==> src/design/rlfs_pkg.sv <==
`default_nettype none

package rlfs_pkg;

   localparam int MAX_STEPS_DEF    = 16;
   localparam int CHANNEL_BITS_DEF = 8;

   // fixed field widths of the channels
   localparam int MODE_W   = 2;
   localparam int INDEX_W  = 4;
   localparam int LEVEL_W  = 8;
   localparam int COUNT_W  = 16;
   localparam int LENGTH_W = 5;

   typedef enum logic [MODE_W-1:0] {
      MODE_TICK  = 2'd0,
      MODE_WRITE = 2'd1,
      MODE_START = 2'd2,
      MODE_STOP  = 2'd3
   } mode_type;

   typedef enum logic [2:0] {
      ST_IDLE,
      ST_EXEC,
      ST_SUB_RD,
      ST_DIVIDE,
      ST_UPDATE,
      ST_WAIT_A,
      ST_LOAD_D,
      ST_FINISH
   } state_type;

endpackage

`default_nettype wire

==> src/design/rlfs_intf.sv <==
`default_nettype none

interface rlfs_req_if
   import rlfs_pkg::*;
();
   logic                valid;
   logic                ready;
   logic [MODE_W-1:0]   mode;
   logic [INDEX_W-1:0]  step_index;
   logic [LEVEL_W-1:0]  target_red;
   logic [LEVEL_W-1:0]  target_green;
   logic [LEVEL_W-1:0]  target_blue;
   logic [COUNT_W-1:0]  substep_total;
   logic [COUNT_W-1:0]  substep_delay;
   logic [LENGTH_W-1:0] effect_length;
   logic                repeat_effect;

   modport source (
      output valid, mode, step_index, target_red, target_green, target_blue,
             substep_total, substep_delay, effect_length, repeat_effect,
      input  ready
   );
   modport sink (
      input  valid, mode, step_index, target_red, target_green, target_blue,
             substep_total, substep_delay, effect_length, repeat_effect,
      output ready
   );
endinterface

interface rlfs_rsp_if
   import rlfs_pkg::*;
();
   logic               valid;
   logic               ready;
   logic [LEVEL_W-1:0] out_red;
   logic [LEVEL_W-1:0] out_green;
   logic [LEVEL_W-1:0] out_blue;
   logic               color_changed;
   logic               effect_ready;
   logic               is_running;

   modport source (
      output valid, out_red, out_green, out_blue, color_changed, effect_ready,
             is_running,
      input  ready
   );
   modport sink (
      input  valid, out_red, out_green, out_blue, color_changed, effect_ready,
             is_running,
      output ready
   );
endinterface

`default_nettype wire

==> src/design/rlfs_step_mem.sv <==
`default_nettype none

module rlfs_step_mem
   import rlfs_pkg::*;
#(
   parameter int DEPTH = MAX_STEPS_DEF,
   parameter int WIDTH = 3 * CHANNEL_BITS_DEF + 2 * COUNT_W,
   parameter int AW    = (DEPTH > 1) ? $clog2(DEPTH) : 1
) (
   input  wire logic             clock,
   input  wire logic             wr_en,
   input  wire logic [AW-1:0]    wr_addr,
   input  wire logic [WIDTH-1:0] wr_data,
   input  wire logic [AW-1:0]    rd_addr,
   output logic      [WIDTH-1:0] rd_data
);

   logic [WIDTH-1:0] mem_ff [DEPTH];
   logic [WIDTH-1:0] rd_data_ff;

   always_ff @(posedge clock) begin
      if (wr_en) begin
         mem_ff[wr_addr] <= wr_data;
      end
      rd_data_ff <= mem_ff[rd_addr];
   end

   assign rd_data = rd_data_ff;

endmodule

`default_nettype wire

==> src/design/rlfs_lane.sv <==
`default_nettype none

// One color channel: bit-serial restoring divide of |target - current| by the
// substeps left, then the signed move toward the target.
module rlfs_lane
   import rlfs_pkg::*;
#(
   parameter int CHANNEL_BITS = CHANNEL_BITS_DEF
) (
   input  wire logic                    clock,
   input  wire logic                    reset,
   input  wire logic                    start,
   input  wire logic [CHANNEL_BITS-1:0] target,
   input  wire logic [CHANNEL_BITS-1:0] current,
   input  wire logic [COUNT_W-1:0]      left,
   output logic                         done,
   output logic      [CHANNEL_BITS-1:0] result
);

   localparam int CW = $clog2(CHANNEL_BITS + 1);

   logic                    busy_ff, busy_in;
   logic                    done_ff, done_in;
   logic [CW-1:0]           cnt_ff, cnt_in;
   logic [CHANNEL_BITS-1:0] dq_ff, dq_in;
   logic [COUNT_W-1:0]      rem_ff, rem_in;
   logic [COUNT_W-1:0]      div_ff, div_in;
   logic [CHANNEL_BITS-1:0] cur_ff, cur_in;
   logic                    neg_ff, neg_in;
   logic [COUNT_W:0]        rem_shift;
   logic                    qbit;

   always_comb begin
      busy_in   = busy_ff;
      done_in   = done_ff;
      cnt_in    = cnt_ff;
      dq_in     = dq_ff;
      rem_in    = rem_ff;
      div_in    = div_ff;
      cur_in    = cur_ff;
      neg_in    = neg_ff;
      rem_shift = {rem_ff, dq_ff[CHANNEL_BITS-1]};
      qbit      = (rem_shift >= {1'b0, div_ff});
      if (start) begin
         busy_in = 1'b1;
         done_in = 1'b0;
         cnt_in  = CW'(CHANNEL_BITS);
         rem_in  = '0;
         div_in  = left;
         cur_in  = current;
         neg_in  = (target < current);
         dq_in   = (target < current) ? (current - target) : (target - current);
      end else if (busy_ff) begin
         rem_in = qbit ? COUNT_W'(rem_shift - {1'b0, div_ff}) : rem_shift[COUNT_W-1:0];
         dq_in  = (dq_ff << 1) | CHANNEL_BITS'(qbit);
         cnt_in = cnt_ff - 1'b1;
         if (cnt_ff == CW'(1)) begin
            busy_in = 1'b0;
            done_in = 1'b1;
         end
      end
   end

   always_ff @(posedge clock) begin
      if (reset) begin
         busy_ff <= 1'b0;
         done_ff <= 1'b0;
         cnt_ff  <= '0;
      end else begin
         busy_ff <= busy_in;
         done_ff <= done_in;
         cnt_ff  <= cnt_in;
      end
      dq_ff  <= dq_in;
      rem_ff <= rem_in;
      div_ff <= div_in;
      cur_ff <= cur_in;
      neg_ff <= neg_in;
   end

   assign done   = done_ff;
   assign result = neg_ff ? (cur_ff - dq_ff) : (cur_ff + dq_ff);

endmodule

`default_nettype wire

==> src/design/rgb_led_fade_sequencer.sv <==
// RGB LED linear fade sequencer.
// req_chan (valid/ready) carries one command per transaction: tick, write a
// step entry, start an effect, or stop and blank. rsp_chan returns exactly one
// transaction per command with the color driven after it, whether a substep
// ran, whether a one-shot effect finished, and whether an effect is running.
// The block works on one command at a time; req_chan.ready is high while idle.
// A start of nonzero length reads the first step's delay from the step table.
// A tick that runs a substep goes through the three per-channel bit-serial
// dividers, one quotient bit per cycle, then re-reads the step table for the
// delay unless that substep ends a one-shot effect.
// The next command can be taken in the same cycle as the result goes valid.
// The step table is a single-port-read memory with registered output; its
// contents are not cleared by reset. Reset zeroes the color and the effect
// state and empties the output register.
// When the receiver stalls, the finished result holds in the output register;
// one more command is taken and processed, then waits until the slot frees.
`default_nettype none

module rgb_led_fade_sequencer
   import rlfs_pkg::*;
#(
   parameter int MAX_STEPS    = MAX_STEPS_DEF,
   parameter int CHANNEL_BITS = CHANNEL_BITS_DEF
) (
   input  wire logic   clock,
   input  wire logic   reset,
   rlfs_req_if.sink    req_chan,
   rlfs_rsp_if.source  rsp_chan
);

   localparam int AW  = (MAX_STEPS > 1) ? $clog2(MAX_STEPS) : 1;
   localparam int SPW = $clog2(MAX_STEPS + 1);
   localparam int CB  = CHANNEL_BITS;
   localparam int EW  = 3 * CB + 2 * COUNT_W;

   state_type state_ff, state_in;

   // latched command
   mode_type            mode_ff;
   logic [INDEX_W-1:0]  idx_ff;
   logic [LEVEL_W-1:0]  tgt_ff [3];
   logic [COUNT_W-1:0]  total_ff;
   logic [COUNT_W-1:0]  sdelay_ff;
   logic [LENGTH_W-1:0] elen_ff;
   logic                rep_req_ff;

   // effect state
   logic [CB-1:0]       cur_ff [3];
   logic [CB-1:0]       cur_in [3];
   logic [SPW-1:0]      step_pos_ff, step_pos_in;
   logic [COUNT_W-1:0]  substep_ff, substep_in;
   logic [COUNT_W-1:0]  delay_ff, delay_in;
   logic                active_ff, active_in;
   logic                blanked_ff, blanked_in;
   logic [SPW-1:0]      length_ff, length_in;
   logic                repeat_ff, repeat_in;
   logic                changed_ff, changed_in;
   logic                ready_ff, ready_in;
   logic [COUNT_W-1:0]  tot_ff, tot_in;
   logic [COUNT_W-1:0]  pos_ff, pos_in;

   // output register
   logic                rsp_valid_ff, rsp_valid_in;
   logic [LEVEL_W-1:0]  rsp_color_ff [3];
   logic [LEVEL_W-1:0]  rsp_color_in [3];
   logic                rsp_changed_ff, rsp_changed_in;
   logic                rsp_ready_ff, rsp_ready_in;
   logic                rsp_running_ff, rsp_running_in;

   // step table and lanes
   logic                mem_wr_en;
   logic [AW-1:0]       mem_wr_addr;
   logic [EW-1:0]       mem_wr_data;
   logic [AW-1:0]       mem_rd_addr;
   logic [EW-1:0]       mem_rd_data;
   logic [COUNT_W-1:0]  rd_total;
   logic [COUNT_W-1:0]  rd_delay;
   logic [CB-1:0]       rd_tgt [3];
   logic [CB-1:0]       lane_result [3];
   logic [2:0]          lane_done;
   logic                lane_start;
   logic [COUNT_W-1:0]  sub_tot;
   logic [COUNT_W-1:0]  sub_pos;
   logic [COUNT_W-1:0]  sub_left;
   logic [COUNT_W:0]    pos_next;
   logic [SPW:0]        step_next;
   logic [SPW-1:0]      start_len;
   logic                out_free;

   logic req_fire;
   assign req_fire = req_chan.valid && req_chan.ready;
   assign req_chan.ready = (state_ff == ST_IDLE);

   always_ff @(posedge clock) begin
      if (req_fire) begin
         mode_ff    <= mode_type'(req_chan.mode);
         idx_ff     <= req_chan.step_index;
         tgt_ff[0]  <= req_chan.target_red;
         tgt_ff[1]  <= req_chan.target_green;
         tgt_ff[2]  <= req_chan.target_blue;
         total_ff   <= req_chan.substep_total;
         sdelay_ff  <= req_chan.substep_delay;
         elen_ff    <= req_chan.effect_length;
         rep_req_ff <= req_chan.repeat_effect;
      end
   end

   // entry layout: {red, green, blue, total, delay}
   assign mem_wr_addr = AW'(idx_ff);
   assign mem_wr_data = {CB'(tgt_ff[0]), CB'(tgt_ff[1]), CB'(tgt_ff[2]), total_ff, sdelay_ff};
   assign mem_rd_addr = (step_pos_ff >= SPW'(MAX_STEPS)) ? AW'(MAX_STEPS - 1)
                                                         : AW'(step_pos_ff);
   assign rd_delay    = mem_rd_data[COUNT_W-1:0];
   assign rd_total    = mem_rd_data[2*COUNT_W-1 -: COUNT_W];

   rlfs_step_mem #(
      .DEPTH (MAX_STEPS),
      .WIDTH (EW),
      .AW    (AW)
   ) u_step_mem (
      .clock   (clock),
      .wr_en   (mem_wr_en),
      .wr_addr (mem_wr_addr),
      .wr_data (mem_wr_data),
      .rd_addr (mem_rd_addr),
      .rd_data (mem_rd_data)
   );

   assign sub_tot  = (rd_total == '0) ? COUNT_W'(1) : rd_total;
   assign sub_pos  = (substep_ff < sub_tot) ? substep_ff : (sub_tot - 1'b1);
   assign sub_left = sub_tot - sub_pos;

   for (genvar i = 0; i < 3; i++) begin : g_lane
      assign rd_tgt[i] = mem_rd_data[2*COUNT_W + (3-i)*CB - 1 -: CB];

      rlfs_lane #(
         .CHANNEL_BITS (CB)
      ) u_lane (
         .clock   (clock),
         .reset   (reset),
         .start   (lane_start),
         .target  (rd_tgt[i]),
         .current (cur_ff[i]),
         .left    (sub_left),
         .done    (lane_done[i]),
         .result  (lane_result[i])
      );
   end

   assign pos_next  = {1'b0, pos_ff} + 1'b1;
   assign step_next = {1'b0, step_pos_ff} + 1'b1;
   assign start_len = (32'(elen_ff) > MAX_STEPS) ? SPW'(MAX_STEPS) : SPW'(elen_ff);
   assign out_free  = !rsp_valid_ff || rsp_chan.ready;

   always_comb begin
      state_in       = state_ff;
      cur_in         = cur_ff;
      step_pos_in    = step_pos_ff;
      substep_in     = substep_ff;
      delay_in       = delay_ff;
      active_in      = active_ff;
      blanked_in     = blanked_ff;
      length_in      = length_ff;
      repeat_in      = repeat_ff;
      changed_in     = changed_ff;
      ready_in       = ready_ff;
      tot_in         = tot_ff;
      pos_in         = pos_ff;
      mem_wr_en      = 1'b0;
      lane_start     = 1'b0;
      rsp_valid_in   = rsp_valid_ff && !rsp_chan.ready;
      rsp_color_in   = rsp_color_ff;
      rsp_changed_in = rsp_changed_ff;
      rsp_ready_in   = rsp_ready_ff;
      rsp_running_in = rsp_running_ff;

      unique case (state_ff)
         ST_IDLE: begin
            if (req_fire) begin
               state_in = ST_EXEC;
            end
         end
         ST_EXEC: begin
            changed_in = 1'b0;
            ready_in   = 1'b0;
            state_in   = ST_FINISH;
            unique case (mode_ff)
               MODE_TICK: begin
                  if (active_ff) begin
                     if (delay_ff <= COUNT_W'(1)) begin
                        state_in = ST_SUB_RD;
                     end else begin
                        delay_in = delay_ff - 1'b1;
                     end
                  end
               end
               MODE_WRITE: begin
                  mem_wr_en = (32'(idx_ff) < MAX_STEPS);
               end
               MODE_START: begin
                  length_in   = start_len;
                  repeat_in   = rep_req_ff;
                  step_pos_in = '0;
                  substep_in  = '0;
                  if (start_len != '0) begin
                     active_in = 1'b1;
                     state_in  = ST_WAIT_A;
                  end else begin
                     active_in = 1'b0;
                     delay_in  = '0;
                  end
               end
               MODE_STOP: begin
                  active_in  = 1'b0;
                  blanked_in = 1'b1;
                  delay_in   = '0;
               end
               default: ;
            endcase
         end
         ST_SUB_RD: begin
            lane_start = 1'b1;
            tot_in     = sub_tot;
            pos_in     = sub_pos;
            state_in   = ST_DIVIDE;
         end
         ST_DIVIDE: begin
            if (&lane_done) begin
               state_in = ST_UPDATE;
            end
         end
         ST_UPDATE: begin
            cur_in     = lane_result;
            blanked_in = 1'b0;
            changed_in = 1'b1;
            if (pos_next >= {1'b0, tot_ff}) begin
               substep_in  = '0;
               step_pos_in = SPW'(step_next);
               if (step_next >= {1'b0, length_ff}) begin
                  if (repeat_ff) begin
                     step_pos_in = '0;
                  end else begin
                     active_in = 1'b0;
                     ready_in  = 1'b1;
                  end
               end
            end else begin
               substep_in = pos_next[COUNT_W-1:0];
            end
            state_in = active_in ? ST_WAIT_A : ST_FINISH;
         end
         ST_WAIT_A: begin
            // table address follows the new step position this cycle
            state_in = ST_LOAD_D;
         end
         ST_LOAD_D: begin
            delay_in = rd_delay;
            state_in = ST_FINISH;
         end
         ST_FINISH: begin
            if (out_free) begin
               rsp_valid_in = 1'b1;
               for (int i = 0; i < 3; i++) begin
                  rsp_color_in[i] = blanked_ff ? '0 : LEVEL_W'(cur_ff[i]);
               end
               rsp_changed_in = changed_ff;
               rsp_ready_in   = ready_ff;
               rsp_running_in = active_ff;
               state_in       = ST_IDLE;
            end
         end
         default: state_in = ST_IDLE;
      endcase
   end

   always_ff @(posedge clock) begin
      if (reset) begin
         state_ff     <= ST_IDLE;
         cur_ff       <= '{default: '0};
         step_pos_ff  <= '0;
         substep_ff   <= '0;
         delay_ff     <= '0;
         active_ff    <= 1'b0;
         blanked_ff   <= 1'b0;
         length_ff    <= '0;
         repeat_ff    <= 1'b0;
         changed_ff   <= 1'b0;
         ready_ff     <= 1'b0;
         rsp_valid_ff <= 1'b0;
      end else begin
         state_ff     <= state_in;
         cur_ff       <= cur_in;
         step_pos_ff  <= step_pos_in;
         substep_ff   <= substep_in;
         delay_ff     <= delay_in;
         active_ff    <= active_in;
         blanked_ff   <= blanked_in;
         length_ff    <= length_in;
         repeat_ff    <= repeat_in;
         changed_ff   <= changed_in;
         ready_ff     <= ready_in;
         rsp_valid_ff <= rsp_valid_in;
      end
      tot_ff         <= tot_in;
      pos_ff         <= pos_in;
      rsp_color_ff   <= rsp_color_in;
      rsp_changed_ff <= rsp_changed_in;
      rsp_ready_ff   <= rsp_ready_in;
      rsp_running_ff <= rsp_running_in;
   end

   assign rsp_chan.valid         = rsp_valid_ff;
   assign rsp_chan.out_red       = rsp_color_ff[0];
   assign rsp_chan.out_green     = rsp_color_ff[1];
   assign rsp_chan.out_blue      = rsp_color_ff[2];
   assign rsp_chan.color_changed = rsp_changed_ff;
   assign rsp_chan.effect_ready  = rsp_ready_ff;
   assign rsp_chan.is_running    = rsp_running_ff;

`ifndef ASSERT_OFF
   // the three dividers run in lockstep
   a_lanes_lockstep: assert property (@(posedge clock) disable iff (reset)
      (state_ff == ST_DIVIDE && |lane_done) |-> &lane_done)
      else $error("lane dividers finished out of step");

   a_pos_in_range: assert property (@(posedge clock) disable iff (reset)
      (state_ff == ST_IDLE && active_ff) |-> (step_pos_ff < length_ff))
      else $error("running effect with step position past its length");

   a_ready_not_running: assert property (@(posedge clock) disable iff (reset)
      (rsp_valid_ff && rsp_ready_ff) |-> !rsp_running_ff)
      else $error("effect reported finished while still running");

   a_result_from_finish: assert property (@(posedge clock) disable iff (reset)
      (state_ff == ST_FINISH && out_free) |=> (rsp_valid_ff && state_ff == ST_IDLE))
      else $error("result not loaded when output slot was free");
`endif

endmodule

`default_nettype wire

==> src/flat_wrapper.sv <==
// flat-port wrapper written by rule: the top's interface ports become plain ports
module rgb_led_fade_sequencer_flat import rlfs_pkg::*;
#(
   parameter int MAX_STEPS    = MAX_STEPS_DEF,
   parameter int CHANNEL_BITS = CHANNEL_BITS_DEF
)
  (clock, reset, req_chan_valid, req_chan_mode, req_chan_step_index, req_chan_target_red, req_chan_target_green, req_chan_target_blue, req_chan_substep_total, req_chan_substep_delay, req_chan_effect_length, req_chan_repeat_effect, req_chan_ready, rsp_chan_valid, rsp_chan_out_red, rsp_chan_out_green, rsp_chan_out_blue, rsp_chan_color_changed, rsp_chan_effect_ready, rsp_chan_is_running, rsp_chan_ready);
  rlfs_req_if req_chan_i ();
  rlfs_rsp_if rsp_chan_i ();
  input  wire logic clock;
  input  wire logic reset;
  input wire logic [$bits(req_chan_i.valid)-1:0] req_chan_valid;
  input wire logic [$bits(req_chan_i.mode)-1:0] req_chan_mode;
  input wire logic [$bits(req_chan_i.step_index)-1:0] req_chan_step_index;
  input wire logic [$bits(req_chan_i.target_red)-1:0] req_chan_target_red;
  input wire logic [$bits(req_chan_i.target_green)-1:0] req_chan_target_green;
  input wire logic [$bits(req_chan_i.target_blue)-1:0] req_chan_target_blue;
  input wire logic [$bits(req_chan_i.substep_total)-1:0] req_chan_substep_total;
  input wire logic [$bits(req_chan_i.substep_delay)-1:0] req_chan_substep_delay;
  input wire logic [$bits(req_chan_i.effect_length)-1:0] req_chan_effect_length;
  input wire logic [$bits(req_chan_i.repeat_effect)-1:0] req_chan_repeat_effect;
  output wire logic [$bits(req_chan_i.ready)-1:0] req_chan_ready;
  output wire logic [$bits(rsp_chan_i.valid)-1:0] rsp_chan_valid;
  output wire logic [$bits(rsp_chan_i.out_red)-1:0] rsp_chan_out_red;
  output wire logic [$bits(rsp_chan_i.out_green)-1:0] rsp_chan_out_green;
  output wire logic [$bits(rsp_chan_i.out_blue)-1:0] rsp_chan_out_blue;
  output wire logic [$bits(rsp_chan_i.color_changed)-1:0] rsp_chan_color_changed;
  output wire logic [$bits(rsp_chan_i.effect_ready)-1:0] rsp_chan_effect_ready;
  output wire logic [$bits(rsp_chan_i.is_running)-1:0] rsp_chan_is_running;
  input wire logic [$bits(rsp_chan_i.ready)-1:0] rsp_chan_ready;
  assign req_chan_i.valid = req_chan_valid;
  assign req_chan_i.mode = req_chan_mode;
  assign req_chan_i.step_index = req_chan_step_index;
  assign req_chan_i.target_red = req_chan_target_red;
  assign req_chan_i.target_green = req_chan_target_green;
  assign req_chan_i.target_blue = req_chan_target_blue;
  assign req_chan_i.substep_total = req_chan_substep_total;
  assign req_chan_i.substep_delay = req_chan_substep_delay;
  assign req_chan_i.effect_length = req_chan_effect_length;
  assign req_chan_i.repeat_effect = req_chan_repeat_effect;
  assign req_chan_ready = req_chan_i.ready;
  assign rsp_chan_valid = rsp_chan_i.valid;
  assign rsp_chan_out_red = rsp_chan_i.out_red;
  assign rsp_chan_out_green = rsp_chan_i.out_green;
  assign rsp_chan_out_blue = rsp_chan_i.out_blue;
  assign rsp_chan_color_changed = rsp_chan_i.color_changed;
  assign rsp_chan_effect_ready = rsp_chan_i.effect_ready;
  assign rsp_chan_is_running = rsp_chan_i.is_running;
  assign rsp_chan_i.ready = rsp_chan_ready;
  rgb_led_fade_sequencer #(.MAX_STEPS(MAX_STEPS), .CHANNEL_BITS(CHANNEL_BITS)) u_core (.clock(clock), .reset(reset), .req_chan(req_chan_i), .rsp_chan(rsp_chan_i));
endmodule
==> config.mk <==
export PLATFORM = sky130hd
export DESIGN_NAME = rgb_led_fade_sequencer_flat
export DESIGN_NICKNAME = d
export VERILOG_FILES = /design/src/design/rlfs_pkg.sv /design/src/design/rlfs_intf.sv /design/src/design/rlfs_step_mem.sv /design/src/design/rlfs_lane.sv /design/src/design/rgb_led_fade_sequencer.sv /design/src/flat_wrapper.sv
export SDC_FILE = /design/constraint.sdc
export NUM_CORES = 2
export LEC_CHECK = 0
export ABC_CLOCK_PERIOD_IN_PS = 6700
export BUFFER_PORTS_ARGS = -buffer_cell sky130_fd_sc_hd__clkbuf_2
export CORE_MARGIN = 4
export CORE_UTILIZATION = 40
export DETAILED_ROUTE_END_ITERATION = 7
export PLACE_DENSITY = 0.61
export SETUP_SLACK_MARGIN = 0.3
export SLEW_MARGIN = 25
export SYNTH_ARGS = -nofsm -noshare
export SYNTH_HDL_FRONTEND = slang
export SYNTH_SLANG_ARGS = --single-unit
==> constraint.sdc <==
create_clock -name clock -period 6.7 [get_ports clock]
set_input_delay 0.67 -clock clock [delete_from_list [all_inputs] [get_ports clock]]
set_output_delay 0.67 -clock clock [all_outputs]
set_load 0.02 [all_outputs]
== Yosys cells after proc, flatten, opt, wreduce, memory -nomap -nowiden ==
Memories as Yosys holds them, arrays and structs flattened. A register that Yosys moved wholly into a read port is not among the register bits.
Index checks and enable logic that the tools add are counted.

* Register bits after elaboration: 311
* Latch bits: 0
* Bits in writable memories: 920
* Memory bits (read-only): 0
* Input bits: 72
* Output and inout port bits: 29
* Logic and storage cells: 226
* Memories: 2

{| class="wikitable"
|+ Memory list
! name !! words !! bits a word !! rd ports !! clocked after memory_dff !! wr ports !! line !! source
|-
| u_core.u_step_mem.mem_ff || 16 || 56 || 1 || 1 || 1 || rlfs_step_mem.sv:18 || <nowiki>logic [WIDTH-1:0] mem_ff [DEPTH];</nowiki>
|-
| u_core.tgt_ff || 3 || 8 || 3 || 0 || 3 || rgb_led_fade_sequencer.sv:41 || <nowiki>logic [LEVEL_W-1:0] tgt_ff [3];</nowiki>
|}

* $add $sub $neg: 23
* Multiply operators: 0
* Divide/modulo/power cells: 0
* Order comparisons: 12
* Equality and inequality tests: 26
* Shift operators: 0
* Multiplexer cells: 79
* Bitwise gates (word level): 3
* Reductions and logical operators: 28

{| class="wikitable"
|+ Operator list
! cell !! number
|-
| 16-bit two-way mux || 10
|-
| 8-bit two-way mux || 12
|-
| 8-bit subtractor || 9
|-
| 17-bit by 16-bit greater-or-equal comparator with 1-bit output || 4
|-
| 16-bit one-hot mux with 2 select lines || 2
|-
| 16-bit subtractor || 4
|-
| 16-bit one-hot mux with 3 select lines || 1
|-
| 16-bit by 1-bit subtractor with 16-bit output, second input constant || 2
|-
| 4-bit two-way mux || 7
|-
| 1-bit two-way mux || 27
|-
| 5-bit two-way mux || 5
|-
| 8-bit adder || 3
|-
| 8-bit less-than comparator || 3
|-
| 8-bit by 1-bit bitwise OR with 8-bit output || 3
|-
| 3-bit one-hot mux with 8 select lines || 1
|-
| 16-bit by 1-bit adder with 17-bit output, second input constant || 1
|-
| 16-bit by 1-bit less-or-equal comparator with 1-bit output, second input constant || 1
|-
| 16-bit zero test || 1
|-
| 16-bit less-than comparator || 1
|-
| 2-bit AND reduction || 8
|-
| 3-bit two-way mux || 5
|-
| 3-bit equality test, second input constant || 4
|-
| 4-bit by 1-bit equality test with 1-bit output, second input constant || 3
|-
| 4-bit by 1-bit subtractor with 4-bit output, second input constant || 3
|-
| 28 further kinds || 51
|}

== Logic depth before layout (Yosys ltp) ==
* Depth in word-level cells: 7
* Gate-level depth with buffers: 23
* Depth with buffers taken out: 21

== Modules after synthesis ==
From an unflattened synthesis, not the netlist that was laid out.

* Cell total of the unflattened synthesis: 3709
* Area total of the unflattened synthesis: 56818.2 sq um

{| class="wikitable"
|+ Modules (own cells, without submodules)
! module !! instances !! cells an instance !! area each (sq um) !! sequential area each (sq um)
|-
| rlfs_step_mem || 1 || 1445 || 34678.3 || 28026.9
|-
| rgb_led_fade_sequencer || 1 || 934 || 9810.7 || 5315.1
|-
| rlfs_lane at u_core.g_lane[0].u_lane ... || 2 || 449 || 4147.7 || 1431.4
|-
| rlfs_lane at u_core.g_lane[2].u_lane || 1 || 432 || 4033.9 || 1431.4
|}

== Worst setup path before layout ==
OpenSTA, ideal clock, no wires.

* Path type: register to register
* Start point: reg u_core.state_ff[0]
* End point: mem u_core.u_step_mem.mem_ff[0][0] (netlist name) (enable)
* Setup time: 0.539 ns
* Arrival time: 5.375 ns
* Required time: 6.161 ns
* Setup slack: 0.786 ns
* Cell stages (with the launch flop): 8
* Buffers on the path: 2
* Clock period less this slack: 5.914 ns
* Path through: dfxtp_1 clkbuf_1 nand2b_1 nor2_1 clkbuf_1 nand2_1 or3_1 nor3_1

* Word-level cells in the longest chain between the ends: 4

{| class="wikitable"
|+ Ends and longest elaborated chain
! element !! line !! source
|-
| from (decl) || rgb_led_fade_sequencer.sv:36 || <nowiki>state_type state_ff, state_in;</nowiki>
|-
| from (signal assigned) || rgb_led_fade_sequencer.sv:291 || <nowiki>state_ff <= state_in;</nowiki>
|-
| 3-bit by 1-bit equality test with 1-bit output || rgb_led_fade_sequencer.sv:177 || <nowiki>unique case (state_ff)</nowiki>
|-
| 1-bit two-way mux || rgb_led_fade_sequencer.sv:177 ||
|-
| 1-bit two-way mux || rlfs_step_mem.sv:22 || <nowiki>if (wr_en) begin</nowiki>
|-
| 1-bit two-way mux (not written as such) || rlfs_step_mem.sv:23 || <nowiki>mem_ff[wr_addr] <= wr_data;</nowiki>
|-
| to (decl) || rlfs_step_mem.sv:18 ||
|}

Every way passes these cells.

== Worst setup path in the final report ==
* Start point: reg u_core.u_step_mem.rd_data_ff[20], in the netlist u_core.u_step_mem.rd_data[20] (read register of u_core.u_step_mem.mem_ff)
* End point: reg u_core.g_lane[0].u_lane.div_ff[15] (data pin)

* Word-level cells in the longest chain between the ends: 5
* Elaborated cells between the ends (all ways): 6
* Those cells by class: 2 x add/sub; 1 x order compare; 2 x mux; 1 x reduce/logical

{| class="wikitable"
|+ Ends and longest elaborated chain
! element !! line !! source
|-
| from (decl) || rlfs_step_mem.sv:19 || <nowiki>logic [WIDTH-1:0] rd_data_ff;</nowiki>
|-
| 16-bit zero test || rgb_led_fade_sequencer.sv:129 || <nowiki>assign sub_tot = (rd_total == '0) ? COUNT_W'(1) : rd_total;</nowiki>
|-
| 16-bit two-way mux (*) || rgb_led_fade_sequencer.sv:129 ||
|-
| 16-bit by 1-bit subtractor with 16-bit output or 16-bit less-than comparator (tied branches) || rgb_led_fade_sequencer.sv:130 || <nowiki>assign sub_pos = (substep_ff < sub_tot) ? substep_ff : (sub_tot - 1'b1);</nowiki>
|-
| 16-bit two-way mux || rgb_led_fade_sequencer.sv:130 ||
|-
| 16-bit subtractor (*) || rgb_led_fade_sequencer.sv:131 || <nowiki>assign sub_left = sub_tot - sub_pos;</nowiki>
|-
| named net u_core.g_lane[0].u_lane.left[15] || rlfs_lane.sv:15 || <nowiki>input wire logic [COUNT_W-1:0] left,</nowiki>
|-
| to (signal assigned) || rlfs_lane.sv:76 || <nowiki>div_ff <= div_in;</nowiki>
|-
| to (decl) || rlfs_lane.sv:27 || <nowiki>logic [COUNT_W-1:0] div_ff, div_in;</nowiki>
|}

The timed path passes the listed nets; every way through them passes the cells marked *.
A chain may end at the register's enable or synchronous reset.

==> impl_results.md <==
- NumNets Final: 4523
- Pre-CTS setup slack: 1.93 ns
- Core ar.: roughly 140000 µm²
- H-tree depth: 4
- Synth cell types: slightly below 80
- Complex-gate fraction of the synthesized area: about a tenth
- Slowest stage cell, crit path: nor4_1
- Bufs on Longest Clock Path: 3
- Mapped Area: 55700 µm²
- Routed wire per std cell: 23.1 µm
- Total Die Area: 145000 µm²
- Final HPWL DP: 79.7 mm
- Clk slew on worst S/H paths: around 0.06 ns
- CTS resizes: 0
- 1st-pass router iterations: 5
- WS Path Type: reg -> reg
- Type of origin of the critical path: flip-flop
- 1st-iter DRT viols: roughly 2.9k
- MaxCap Viol Count: 0
- CTS root buffer: clkbuf_16
- # fillers: roughly 12k
- Vias in the first global route: 33.4k
- Main synth FF type: edfxtp_1
- Power per cell area: around 330 nW/µm²
- Cell count after synthesis: ~4.2k
- Initial Util: between 40% and 50%
- Later-pin clock latency in the skew report: around 0.75 ns
- Area growth syn-to-layout: 13.0%
- Largest cells by area after synthesis: edfxtp_1, dfxtp_1, mux2i_1
- Critical Path Fanout Max: 17
- Final Hold Fails: 0
- Largest net degree at the start of global routing: approximately 100
- Count of pins over their slew limit: 0
- Xor/xnor cell area share of the yosys netlist: 2.23%
- Avg Synthesized Cell Area: 13.3 µm²
- Largest family of logic cells by synthesized area: compound AO/OA/AOI/OAI gates
- Syn_nets: between 4k and 5k
- Post-synth EDFFs: between 1k and 1.5k
- Multiplexer share of the synthesized area: around 7.3%
- Synthesis-stage register bit count: ~1.3k
- GPL Wtd Cong: between 0.8 and 0.9
- Register area share after synthesis: about two thirds
- Hold WC Path Type: in -> reg
- Lkg Pwr: 22.4 nW
- Final period util: between 70% and 80%
- Post-Synth Simple-Gate Area: 6.72%
- Setup TNS Final: 0 ns
- Core Util, Final: 45.6%
- Worst path required time: 7.17 ns
- Period minus WS final: between 4 and 5 ns
- Fraction of layout cells with a size suffix above 1: under 10%
- Final setup violation count: 0
- Worst vdd ir: roughly 0.21 mV
- Slew HR: 29.4%
- Async S/R FF share, synth: 0%
- WP buf/inv: 1
- CP cell instances: nor4_1 > nand4_1 > or3_1 > o211ai_1 > nand3_1 > a31oi_2 > buf_4 > mux2i_1 > ha_1 > o21ai_0 > a21oi_1 > nor2_1 > a21oi_1 > a41o_1 > o31ai_1 > o21ai_0 > xnor2_1
- Die H: approximately 380 µm
- Area leader, netlist: edfxtp_1
- Slew of the pin with the lowest slew margin: roughly 1.1 ns
- Sink Count: about 1.3k
- First-pass GRT wire length: ~210 mm
- IO Count: roughly 100
- Clk_skew: between 0.04 and 0.05 ns
- Unrepaired setup endpoints after global routing: false
- Hold Worst Slack: roughly 0.082 ns
- Yosys top cell area share: about three fifths
- All-Layer GR Usage: between 15 and 20%
- CP Capture Type: flip-flop
- Post-CTS setup buffer count: 0
- Max incr delay on CP: ~0.5 ns
- Vias: between 30k and 40k
- Peak Freq: 0.206 GHz
- CTS tree: built
- Antenna-violating nets left: 0
- Initial antenna violation count: 7
- Port bufs: 100
- Hold buffers post-CTS: 0
- Crit path arrival time: ~5.3 ns
- Flop-to-flop setup slack: approximately 1.9 ns
- Grt ovf: 0
- Synth warn: 0
- Fraction of the mapped netlist area in adder cells: under 10%
- PnR worst setup slack: 1.85 ns
- Status: finished clean
- Vias per cell: 5.53
- Delay-heaviest family, CP: compound AO/OA/AOI/OAI gates
- # DRC: 0
- # rows: 136
- Final WL: 143 mm
- Chip Width: 381 µm
- Total CTS buffers: ~140
cell usage after synthesis, types with 7 or more instances:
| library cell | instances |
|---|---|
| a211oi_1 | 25 |
| a21o_1 | 38 |
| a21oi_1 | 315 |
| a22oi_1 | 10 |
| a31oi_1 | 19 |
| a32oi_1 | 15 |
| and3_1 | 17 |
| buf_1 | 39 |
| buf_2 | 8 |
| buf_4 | 7 |
| clkbuf_1 | 174 |
| dfxtp_1 | 197 |
| edfxtp_1 | 1090 |
| fa_1 | 13 |
| ha_1 | 183 |
| inv_1 | 183 |
| mux2_2 | 14 |
| mux2i_1 | 390 |
| nand2_1 | 318 |
| nand2b_1 | 21 |
| nand3_1 | 98 |
| nand4_1 | 14 |
| nor2_1 | 258 |
| nor2b_1 | 32 |
| nor3_1 | 41 |
| nor4_1 | 11 |
| o2111ai_1 | 60 |
| o21a_1 | 29 |
| o21ai_0 | 183 |
| o21ai_1 | 9 |
| o21bai_1 | 8 |
| o221ai_1 | 113 |
| or3_1 | 7 |
| xnor2_1 | 94 |
| xor2_1 | 48 |
layout by cell type (no fill, tap or decap), types with 17 or more instances in the layout:
cell / synthesis / final
a211oi_1: 25 / 25
a21o_1: 38 / 37
a21oi_1: 315 / 313
a31oi_1: 19 / 19
and3_1: 17 / 17
buf_4: 7 / 56
clkbuf_1: 174 / 34
clkbuf_16: 0 / 145
clkbuf_2: 1 / 99
clkinv_1: 0 / 19
clkinv_2: 0 / 22
dfxtp_1: 197 / 193
edfxtp_1: 1090 / 1090
ha_1: 183 / 183
inv_1: 183 / 182
mux2i_1: 390 / 390
nand2_1: 318 / 318
nand2b_1: 21 / 21
nand3_1: 98 / 98
nor2_1: 258 / 242
nor2b_1: 32 / 30
nor3_1: 41 / 37
o2111ai_1: 60 / 60
o21a_1: 29 / 29
o21ai_0: 183 / 183
o221ai_1: 113 / 113
xnor2_1: 94 / 94
xor2_1: 48 / 48
area by class of cell:
class                      instances  area, µm²  area share, %
multi-input combinational       2483      17600           27.9
timing repair buffer             160       1020           1.61
clock buffer                     187       3870           6.15
clock inverter                    72        837           1.33
inverter                         184        692           1.10
tap                             1794       2240           3.57
antenna                            2       5.00        0.00796
sequential                      1287      36700           58.3
state kept, by name, summed over array words and instances (netlist names), 4 cells and up:
signal / flops
u_core.cur_ff: 24
u_core.delay_ff: 16
u_core.elen_ff: 5
u_core.g_lane.u_lane.cnt_ff: 12
u_core.g_lane.u_lane.cur_ff: 24
u_core.g_lane.u_lane.div_ff: 16
u_core.g_lane.u_lane.dq_ff: 24
u_core.g_lane.u_lane.rem_ff: 48
u_core.idx_ff: 4
u_core.length_ff: 5
u_core.pos_ff: 16
u_core.rsp_chan.out_blue: 8
u_core.rsp_chan.out_green: 8
u_core.rsp_chan.out_red: 8
u_core.sdelay_ff: 16
u_core.step_pos_ff: 5
u_core.substep_ff: 16
u_core.tgt_ff: 24
u_core.tot_ff: 16
u_core.total_ff: 16
u_core.u_step_mem.mem_ff: 896
u_core.u_step_mem.rd_data: 56
worst paths after layout:
check / startpoint / to / cells past startpoint
worst max register to register: u_core.u_step_mem.rd_data[20] / u_core.g_lane[0].u_lane.div_ff[15] / 17
worst min register to register: u_core.cur_ff[15] / u_core.g_lane[1].u_lane.cur_ff[7] / 0
worst min-delay path: req_chan_step_index[1] / u_core.idx_ff[1] / 1
worst max-delay path: u_core.u_step_mem.rd_data[20] / u_core.g_lane[0].u_lane.div_ff[15] / 17
logic make-up after synthesis:
group	Yosys count
and+or+nand+nor	848
AOI/OAI and AO/OA	891
xor gates and xnor gates	142
buffers and inverters	416
muxes	406
DFF	1287
adders and majority gates	196
through the flow:
step           instance area (µm²)  power [mW]  std cells
2_1_floorplan                55700        12.2       4186
3_3_place_gp                 58200        12.9       5908
3_5_place_dp                 58200        13.0       5908
4_1_cts                      62900        20.8       6167
5_1_grt                      62900        21.6       6167
6_report                     62900        20.7       6169
report_power, final:
group,internal [mW],leakage [nW],switching [mW]
Sequential,9.18,11.5,0.405
Combinational,1.35,8.60,1.88
Clock,4.63,2.28,3.21
Total,15.2,22.4,5.50
metal layers:
| layer | wire [µm] | global-route usage (%) |
|---|---|---|
| met1 | 62600 | 26.7 |
| met2 | 66600 | 31.1 |
| met3 | 10100 | 3.88 |
| met4 | 3420 | 5.46 |
| met5 | 27 | 0 |
Note: power is estimated with default switching activity, not from simulation.
